--- src/lpdp_pkg.sv ---
// lpdp_pkg: shared types and constants for the local peak detector.
// Holds the sequencer state type, the register index codes and the fixed widths.
// No dependencies.
`timescale 1ns / 1ps
`default_nettype none

package lpdp_pkg;

    // Fixed field widths
    localparam int MIN_AMP_W  = 15;
    localparam int GUARD_W    = 10;
    localparam int PERIOD_W   = 32;
    localparam int CFG_DATA_W = 32;
    localparam int CFG_IDX_W  = 2;
    localparam int FRAC_W     = 9;
    localparam int TIME_W     = 56;

    // Q8 position and shared adder width (product kept modulo 2^64)
    localparam int Q_SHIFT    = 8;
    localparam int ACC_W      = 64;
    localparam int DIGIT_W    = 8;

    // Divider: quotient is at most 128, so eight restoring steps
    localparam int QUOT_W     = 8;
    localparam int STEP_W     = 3;
    localparam logic [STEP_W-1:0] DIV_LAST_STEP = 3'd7;
    localparam logic [QUOT_W-1:0] FRAC_HALF     = 8'd128;

    // Register reset values
    localparam logic [MIN_AMP_W-1:0] MIN_AMP_RST = 15'd0;
    localparam logic [GUARD_W-1:0]   GUARD_RST   = 10'd5;
    localparam logic [GUARD_W-1:0]   GUARD_MIN   = 10'd1;
    localparam logic [PERIOD_W-1:0]  PERIOD_RST  = 32'd1;

    // Register indexes
    localparam logic [CFG_IDX_W-1:0] CFG_MIN_AMP       = 2'd0;
    localparam logic [CFG_IDX_W-1:0] CFG_GUARD_SAMPLES = 2'd1;
    localparam logic [CFG_IDX_W-1:0] CFG_SAMPLE_PERIOD = 2'd2;

    // History fill level once two samples are held
    localparam logic [1:0] FILL_FULL = 2'd2;

    // Sequencer states
    typedef enum logic [4:0] {
        ST_IDLE = 5'b00001,
        ST_DIV  = 5'b00010,
        ST_POS  = 5'b00100,
        ST_MUL  = 5'b01000,
        ST_DONE = 5'b10000
    } state_t;

endpackage

`default_nettype wire

--- src/local_peak_detector_parabolic.sv ---
// Local peak detector with parabolic sub-sample refinement (top level).
// Sequencing: a sample that gives no peak is taken while idle. A peak runs 8 divide
// steps, 1 position step, ceil((INDEX_BITS+8)/8) multiply steps (4 by default) and
// 1 output load, which waits while the output stalls; divide and multiply share one 64-bit add/subtract unit.
// Throughput: one beat at a time; in_stall is high while a peak is being refined or waits for the output.
// Reset: asynchronous, clears history, count, sequencer, output valid and configuration registers to defaults.
// Depends on lpdp_pkg.
`timescale 1ns / 1ps
`default_nettype none

module local_peak_detector_parabolic
    import lpdp_pkg::*;
#(
    parameter int SAMPLE_BITS = 16,
    parameter int INDEX_BITS  = 24
)
(
    input  wire logic                          clk,
    input  wire logic                          rst_n,
    // configuration
    input  wire logic                          cfg_we,
    input  wire logic [CFG_IDX_W-1:0]          cfg_index,
    input  wire logic [CFG_DATA_W-1:0]         cfg_data,
    // input channel
    input  wire logic                          in_valid,
    output logic                               in_stall,
    input  wire logic signed [SAMPLE_BITS-1:0] sample,
    input  wire logic                          series_start,
    // output channel
    output logic                               out_valid,
    input  wire logic                          out_stall,
    output logic [INDEX_BITS-1:0]              peak_index,
    output logic signed [FRAC_W-1:0]           peak_fraction,
    output logic [TIME_W-1:0]                  peak_time
);

    localparam int DIV_W     = SAMPLE_BITS + 9;
    localparam int POS_W     = INDEX_BITS + Q_SHIFT;
    localparam int DIGITS    = (POS_W + DIGIT_W - 1) / DIGIT_W;
    localparam int POS_PAD_W = DIGITS * DIGIT_W;
    localparam int CMP_W     = (INDEX_BITS > GUARD_W) ? INDEX_BITS : GUARD_W;

    // Configuration registers
    logic [MIN_AMP_W-1:0] min_amp_reg;
    logic [GUARD_W-1:0]   guard_reg;
    logic [PERIOD_W-1:0]  period_reg;

    // History
    logic signed [SAMPLE_BITS-1:0] older_reg, older_next;
    logic signed [SAMPLE_BITS-1:0] middle_reg, middle_next;
    logic [INDEX_BITS-1:0]         count_reg, count_next;
    logic [1:0]                    fill_reg, fill_next;

    // Sequencer and datapath
    state_t                 state_reg, state_next;
    logic [STEP_W-1:0]      cnt_reg, cnt_next;
    logic [DIV_W-1:0]       rem_reg, rem_next;
    logic [DIV_W-1:0]       den_reg, den_next;
    logic [QUOT_W-1:0]      quot_reg, quot_next;
    logic                   neg_reg, neg_next;
    logic [INDEX_BITS-1:0]  idx_reg, idx_next;
    logic [FRAC_W-1:0]      frac_reg, frac_next;
    logic [POS_PAD_W-1:0]   pos_reg, pos_next;
    logic [ACC_W-1:0]       acc_reg, acc_next;

    // Output register
    logic                   out_valid_reg, out_valid_next;
    logic [INDEX_BITS-1:0]  out_idx_reg, out_idx_next;
    logic [FRAC_W-1:0]      out_frac_reg, out_frac_next;
    logic [TIME_W-1:0]      out_time_reg, out_time_next;

    // Accept-cycle signals
    logic                          in_fire;
    logic                          out_free;
    logic signed [SAMPLE_BITS-1:0] cur_old, cur_mid;
    logic [INDEX_BITS-1:0]         cur_cnt, cur_idx;
    logic [1:0]                    cur_fill;
    logic [GUARD_W-1:0]            guard_eff;
    logic signed [MIN_AMP_W:0]     min_amp_s;
    logic signed [SAMPLE_BITS:0]   d_old, d_new;
    logic [SAMPLE_BITS:0]          mag_a;
    logic [SAMPLE_BITS-1:0]        mag_b;
    logic                          b_pos;
    logic                          is_peak;

    // Position step and multiply signals
    logic [QUOT_W-1:0]             quot_clamp;
    logic [FRAC_W-1:0]             frac_val;
    logic [POS_W-1:0]              pos_val;
    logic [DIGIT_W-1:0]            digit;
    logic [DIGIT_W+PERIOD_W-1:0]   prod;

    // Shared add/subtract unit
    logic [ACC_W-1:0]  add_a, add_b;
    logic              add_sub;
    logic [ACC_W:0]    add_res;
    logic              div_ge;

    assign in_stall      = (state_reg != ST_IDLE);
    assign in_fire       = in_valid && !in_stall;
    assign out_free      = !out_valid_reg || !out_stall;
    assign out_valid     = out_valid_reg;
    assign peak_index    = out_idx_reg;
    assign peak_fraction = out_frac_reg;
    assign peak_time     = out_time_reg;

    // Peak test on the accepted beat; a series start clears history first
    always_comb
    begin
        cur_old   = series_start ? '0 : older_reg;
        cur_mid   = series_start ? '0 : middle_reg;
        cur_cnt   = series_start ? '0 : count_reg;
        cur_fill  = series_start ? '0 : fill_reg;
        cur_idx   = cur_cnt - INDEX_BITS'(1);
        guard_eff = (guard_reg == '0) ? GUARD_MIN : guard_reg;
        min_amp_s = {1'b0, min_amp_reg};
        d_old     = {cur_mid[SAMPLE_BITS-1], cur_mid} - {cur_old[SAMPLE_BITS-1], cur_old};
        d_new     = {cur_mid[SAMPLE_BITS-1], cur_mid} - {sample[SAMPLE_BITS-1], sample};
        // both differences are positive for a peak, so their low bits are magnitudes
        mag_a     = {1'b0, d_old[SAMPLE_BITS-1:0]} + {1'b0, d_new[SAMPLE_BITS-1:0]};
        b_pos     = (d_new[SAMPLE_BITS-1:0] > d_old[SAMPLE_BITS-1:0]);
        mag_b     = b_pos ? (d_new[SAMPLE_BITS-1:0] - d_old[SAMPLE_BITS-1:0])
                          : (d_old[SAMPLE_BITS-1:0] - d_new[SAMPLE_BITS-1:0]);
        is_peak   = (cur_fill == FILL_FULL)
                  && (CMP_W'(cur_idx) > CMP_W'(guard_eff))
                  && (cur_mid > min_amp_s)
                  && (cur_mid > cur_old)
                  && (cur_mid > sample);
    end

    // Position step: clamp, apply sign, build Q8 position; also the multiply digit and product
    always_comb
    begin
        quot_clamp = (quot_reg > FRAC_HALF) ? FRAC_HALF : quot_reg;
        frac_val   = neg_reg ? (FRAC_W'(0) - {1'b0, quot_clamp}) : {1'b0, quot_clamp};
        pos_val    = (POS_W'(idx_reg) << Q_SHIFT)
                   + {{(POS_W-FRAC_W){frac_val[FRAC_W-1]}}, frac_val};
        digit      = pos_reg[POS_PAD_W-1 -: DIGIT_W];
        prod       = digit * period_reg;
    end

    // Shared unit: restoring subtract while dividing, shift-accumulate while multiplying
    always_comb
    begin
        add_a   = ACC_W'(rem_reg);
        add_b   = ACC_W'(den_reg);
        add_sub = 1'b1;
        if (state_reg == ST_MUL)
        begin
            add_a   = acc_reg << DIGIT_W;
            add_b   = ACC_W'(prod);
            add_sub = 1'b0;
        end
        add_res = {1'b0, add_a} + (add_sub ? ~{1'b0, add_b} : {1'b0, add_b})
                + (ACC_W+1)'(add_sub);
        div_ge  = !add_res[ACC_W];
    end

    // Sequencer
    always_comb
    begin
        state_next     = state_reg;
        cnt_next       = cnt_reg;
        rem_next       = rem_reg;
        den_next       = den_reg;
        quot_next      = quot_reg;
        neg_next       = neg_reg;
        idx_next       = idx_reg;
        frac_next      = frac_reg;
        pos_next       = pos_reg;
        acc_next       = acc_reg;
        older_next     = older_reg;
        middle_next    = middle_reg;
        count_next     = count_reg;
        fill_next      = fill_reg;
        out_valid_next = out_valid_reg && out_stall;
        out_idx_next   = out_idx_reg;
        out_frac_next  = out_frac_reg;
        out_time_next  = out_time_reg;

        case (state_reg)
            ST_IDLE:
            begin
                if (in_fire)
                begin
                    older_next  = cur_mid;
                    middle_next = sample;
                    count_next  = cur_cnt + INDEX_BITS'(1);
                    fill_next   = (cur_fill == FILL_FULL) ? FILL_FULL : cur_fill + 2'd1;
                    if (is_peak)
                    begin
                        // numerator 256*|b| + |a|, divisor 2*|a| aligned to quotient bit 7
                        rem_next   = (DIV_W'(mag_b) << Q_SHIFT) + DIV_W'(mag_a);
                        den_next   = DIV_W'(mag_a) << Q_SHIFT;
                        quot_next  = '0;
                        neg_next   = b_pos;
                        idx_next   = cur_idx;
                        cnt_next   = DIV_LAST_STEP;
                        state_next = ST_DIV;
                    end
                end
            end
            ST_DIV:
            begin
                if (div_ge)
                begin
                    rem_next = add_res[DIV_W-1:0];
                end
                quot_next = {quot_reg[QUOT_W-2:0], div_ge};
                den_next  = den_reg >> 1;
                cnt_next  = cnt_reg - STEP_W'(1);
                if (cnt_reg == '0)
                begin
                    state_next = ST_POS;
                end
            end
            ST_POS:
            begin
                frac_next  = frac_val;
                pos_next   = POS_PAD_W'(pos_val);
                acc_next   = '0;
                cnt_next   = STEP_W'(DIGITS - 1);
                state_next = ST_MUL;
            end
            ST_MUL:
            begin
                // MSB-first digit: acc = acc*256 + digit*period
                acc_next = add_res[ACC_W-1:0];
                pos_next = pos_reg << DIGIT_W;
                cnt_next = cnt_reg - STEP_W'(1);
                if (cnt_reg == '0)
                begin
                    state_next = ST_DONE;
                end
            end
            ST_DONE:
            begin
                if (out_free)
                begin
                    out_valid_next = 1'b1;
                    out_idx_next   = idx_reg;
                    out_frac_next  = frac_reg;
                    out_time_next  = acc_reg[Q_SHIFT +: TIME_W];
                    state_next     = ST_IDLE;
                end
            end
            default:
            begin
                state_next = ST_IDLE;
            end
        endcase
    end

    // Control, history and configuration registers
    always_ff @(posedge clk or negedge rst_n)
    begin
        if (!rst_n)
        begin
            state_reg     <= ST_IDLE;
            cnt_reg       <= '0;
            out_valid_reg <= 1'b0;
            older_reg     <= '0;
            middle_reg    <= '0;
            count_reg     <= '0;
            fill_reg      <= '0;
            min_amp_reg   <= MIN_AMP_RST;
            guard_reg     <= GUARD_RST;
            period_reg    <= PERIOD_RST;
        end
        else
        begin
            state_reg     <= state_next;
            cnt_reg       <= cnt_next;
            out_valid_reg <= out_valid_next;
            older_reg     <= older_next;
            middle_reg    <= middle_next;
            count_reg     <= count_next;
            fill_reg      <= fill_next;
            if (cfg_we)
            begin
                case (cfg_index)
                    CFG_MIN_AMP:       min_amp_reg <= cfg_data[MIN_AMP_W-1:0];
                    CFG_GUARD_SAMPLES: guard_reg   <= cfg_data[GUARD_W-1:0];
                    CFG_SAMPLE_PERIOD: period_reg  <= cfg_data[PERIOD_W-1:0];
                    default:           ;
                endcase
            end
        end
    end

    // Datapath and output payload registers
    always_ff @(posedge clk)
    begin
        rem_reg      <= rem_next;
        den_reg      <= den_next;
        quot_reg     <= quot_next;
        neg_reg      <= neg_next;
        idx_reg      <= idx_next;
        frac_reg     <= frac_next;
        pos_reg      <= pos_next;
        acc_reg      <= acc_next;
        out_idx_reg  <= out_idx_next;
        out_frac_reg <= out_frac_next;
        out_time_reg <= out_time_next;
    end

endmodule

`default_nettype wire
--- config.mk ---
export PLATFORM = sky130hd
export DESIGN_NAME = local_peak_detector_parabolic
export DESIGN_NICKNAME = d
export VERILOG_FILES = /design/src/lpdp_pkg.sv /design/src/local_peak_detector_parabolic.sv
export SDC_FILE = /design/constraint.sdc
export NUM_CORES = 2
export LEC_CHECK = 0
export BUFFER_PORTS_ARGS = -buffer_cell sky130_fd_sc_hd__buf_4
export CORE_ASPECT_RATIO = 0.9
export CORE_MARGIN = 10
export CORE_UTILIZATION = 58
export CTS_CLUSTER_DIAMETER = 200
export DETAILED_ROUTE_END_ITERATION = 8
export PLACE_DENSITY = 0.89
export SETUP_SLACK_MARGIN = 0.05
export SYNTH_ARGS = -nofsm -noshare
export SYNTH_HDL_FRONTEND = slang
export SYNTH_SLANG_ARGS = --single-unit
--- constraint.sdc ---
create_clock -name clk -period 7.2 [get_ports clk]
set_input_delay 0.72 -clock clk [delete_from_list [all_inputs] [get_ports clk]]
set_output_delay 0.72 -clock clk [all_outputs]
set_load 0.02 [all_outputs]
==> results.md <==
- Final instance area: slightly below 0.04 mm^2
- Tot GR Track Use: 26.5%
- Gate Count Post-Synth: 3,438
- Failing checks: negative setup slack
- Die W: about 270 um
- Hold-fix buffers, CTS: 0
- Non-Filler Instances: roughly 4,600
- Dpl hpwl: between 60 and 70 mm
- Slowest CP cell: fa_1
- Routability congestion estimate: between 0.9 and 1
- Synth area leader: edfxtp_1
- Ys Warns: 0
- FMAX: between 100 and 150 MHz
- Number of vias per cell: 5.96
- Routed length per instance: around 20 um
- Fraction of layout cells with a size suffix above 1: 21.2%
- Number of synthesized flops with an enable pin: 277
- Initial antenna violation count: 5
- Avg Inst Size Synth: between 9 and 10 um^2
- Crit path launch type: register
- WP data required: around 7.5 ns
- Vias: 27,400
- Slew Limit Fails: 0
- Critical Path Sink Type: register
- Netlist cell types: 88
- Ys flop type: edfxtp_1
- Pin count of the biggest net entering global routing: 73
- Max FFs per register: 64
- R2r endpoint: acc_reg[52]
- Slew HR: 26.9%
- Remaining Overflow, GRT: 0
- Max Buffers Root-to-Sink: 3
- TritonCTS clock tree: built
- Synth Cell Area: 0.0327 mm^2
- Yosys reg bits: 401
- Initial core utilization: 58.7%
- Yosys top cell area share: 25.4%
- CTS root buf: clkbuf_16
- Clock period minus worst slack: 7.63 ns
- Detail Route Antenna Nets: 0
- Clock buffer count from CTS: 43
- Setup WS post-layout: -0.432 ns
- Asr flop ratio synth: 30.9%
- Worst Path Max Fanout: 9
- CP arrival: 7.95 ns
- First-pass GRT wire length: 144 mm
- Cells after DPL: 4,453
- Max-cap violations: 0
- Flop2flop setup slack: -0.43 ns
- Final hold vios: 0
- Number of global-route vias before repair: between 20,000 and 30,000
- Worst R2R Start: pos_reg[26]
- Syn nets: 3,924
- Final Skew: 0.0315 ns
- Fin Hold WS: around 0.19 ns
- R2R cell count: 35
- Critical path type: reg -> reg
- Die ar.: 0.0664 mm^2
- Hold/Removal Path Class: in -> async
- TritonRoute pass-1 iters: 7
- Top post-synthesis cells by area: edfxtp_1 (25%), fa_1 (11%), ha_1 (9.2%)
- Die Y: 245 um
- Status: complete, but fails checks
- Period utilization: 106%
- H-tree depth: 2
- Core ar.: 0.0558 mm^2
- Worst-path clk slew: around 0.060 ns
- Setup violations, final: 61
- Post-route DRC: 0
- Synth top cells by count: nand2_1 (366), inv_1 (335), edfxtp_1 (277)
- Slowest stage delay, CP: roughly 0.56 ns
- Sequential fraction of the synthesis area: 34.9%
- IO buf count: ~150
- Placed cell area: 0.0364 mm^2
- Nets: between 4,000 and 5,000
- Starting DRT DRC Count: 2,655
- RSZ-0062 raised after global routing: true
- Final WL: slightly above 90 mm
- Most frequent cell after synthesis: nand2_1
- Slew @ Worst Pin: 1.08 ns
- Filler cells: 3,880
- Clock Sinks: 401
- Total I/O pin count: 147
- Layout area overhead: 20.2%
- FP Rows: 82
- Worst-skew pair later-pin latency: 0.60 ns
final cells by class:
class | instances | area [um^2] | share of cell area, %
diodes | 2 | 5.00 | 0.0127
repair buffers | 464 | 3700 | 9.40
multi-input cells | 2560 | 20600 | 52.3
inverters | 337 | 1270 | 3.23
clock inverters | 35 | 337 | 0.855
well taps | 756 | 946 | 2.40
clock buffers | 44 | 1080 | 2.74
flip-flops and latches | 401 | 11400 | 29.1
per-stage QoR:
step | setup TNS (ns) | setup slack (ns) | util (%)
3_3_place_gp | -7.52 | -0.179 | 65.3
5_1_grt | -32.67 | -0.672 | 70.5
6_report | -18.31 | -0.432 | 70.5
4_1_cts | -2.42 | -0.0906 | 69.4
2_1_floorplan | 0 | 0.00470 | -
3_5_place_dp | -14.41 | -0.319 | 65.3
worst max path at each step:
stage / slack, ns / to / cells past startpoint / start
6_report: -0.43 / acc_reg[52] / 35 / pos_reg[26]
5_1_grt: -0.67 / acc_reg[52] / 36 / pos_reg[28]
4_1_cts: -0.09 / acc_reg[50] / 34 / pos_reg[31]
3_5_place_dp: -0.32 / acc_reg[50] / 34 / pos_reg[31]
3_3_place_gp: -0.18 / rem_reg[1] / 29 / pos_reg[31]
2_1_floorplan: 0.005 / rem_reg[24] / 34 / series_start
cell usage in the layout (no fill, tap or decap), drive strengths merged, types with 22 or more instances in the layout:
cell type,netlist,layout
mux2,63,63
and2,267,267
and3,22,22
or3,25,25
nor2,229,229
dfrtp,120,120
inv,336,340
nand4,31,31
o21bai,24,24
a21oi,202,202
ha,242,242
clkbuf,118,44
xor2,84,84
o31ai,25,25
nor3,42,42
nand2b,29,29
nor2b,50,50
fa,188,188
o21ai,158,158
buf,22,464
clkinv,1,22
a21o,81,81
xnor2,93,93
edfxtp,277,277
nand2,367,367
nand3,70,70
critical path, delay by kind of cell, from the launching register on:
kind / cells / cell delay (ns)
adders and majority gates: 6 / 2.72
AOI/OAI and AO/OA: 9 / 1.56
buffers and inverters: 9 / 1.19
and+or+nand+nor: 9 / 0.96
DFF: 1 / 0.51
xor gates and xnor gates: 2 / 0.39
logic make-up after synthesis:
group / count (synthesis) / synth area share, %
AOI/OAI and AO/OA: 655 / 12.6
xor gates and xnor gates: 177 / 4.74
buffers and inverters: 477 / 5.55
and+or+nand+nor: 1217 / 18.7
adders and majority gates: 430 / 20.7
muxes: 81 / 2.72
DFF: 401 / 34.9
routing by layer:
metal	part of all wire (%)	global-route usage, %
met1	40	34.2
met2	48	44.2
met3	8.5	5.41
met4	3.4	8.70
met5	0.058	0
repair_timing:
action	CTS	global route
gates cloned	5	1
pin swaps	128	129
resized for setup	114	100
setup endpoints to repair	68	80
buffers inserted	36	26
Power is left out: the tool's default activity adds up to more than one toggle a clock period on the data nets, which glitch-free logic cannot reach.
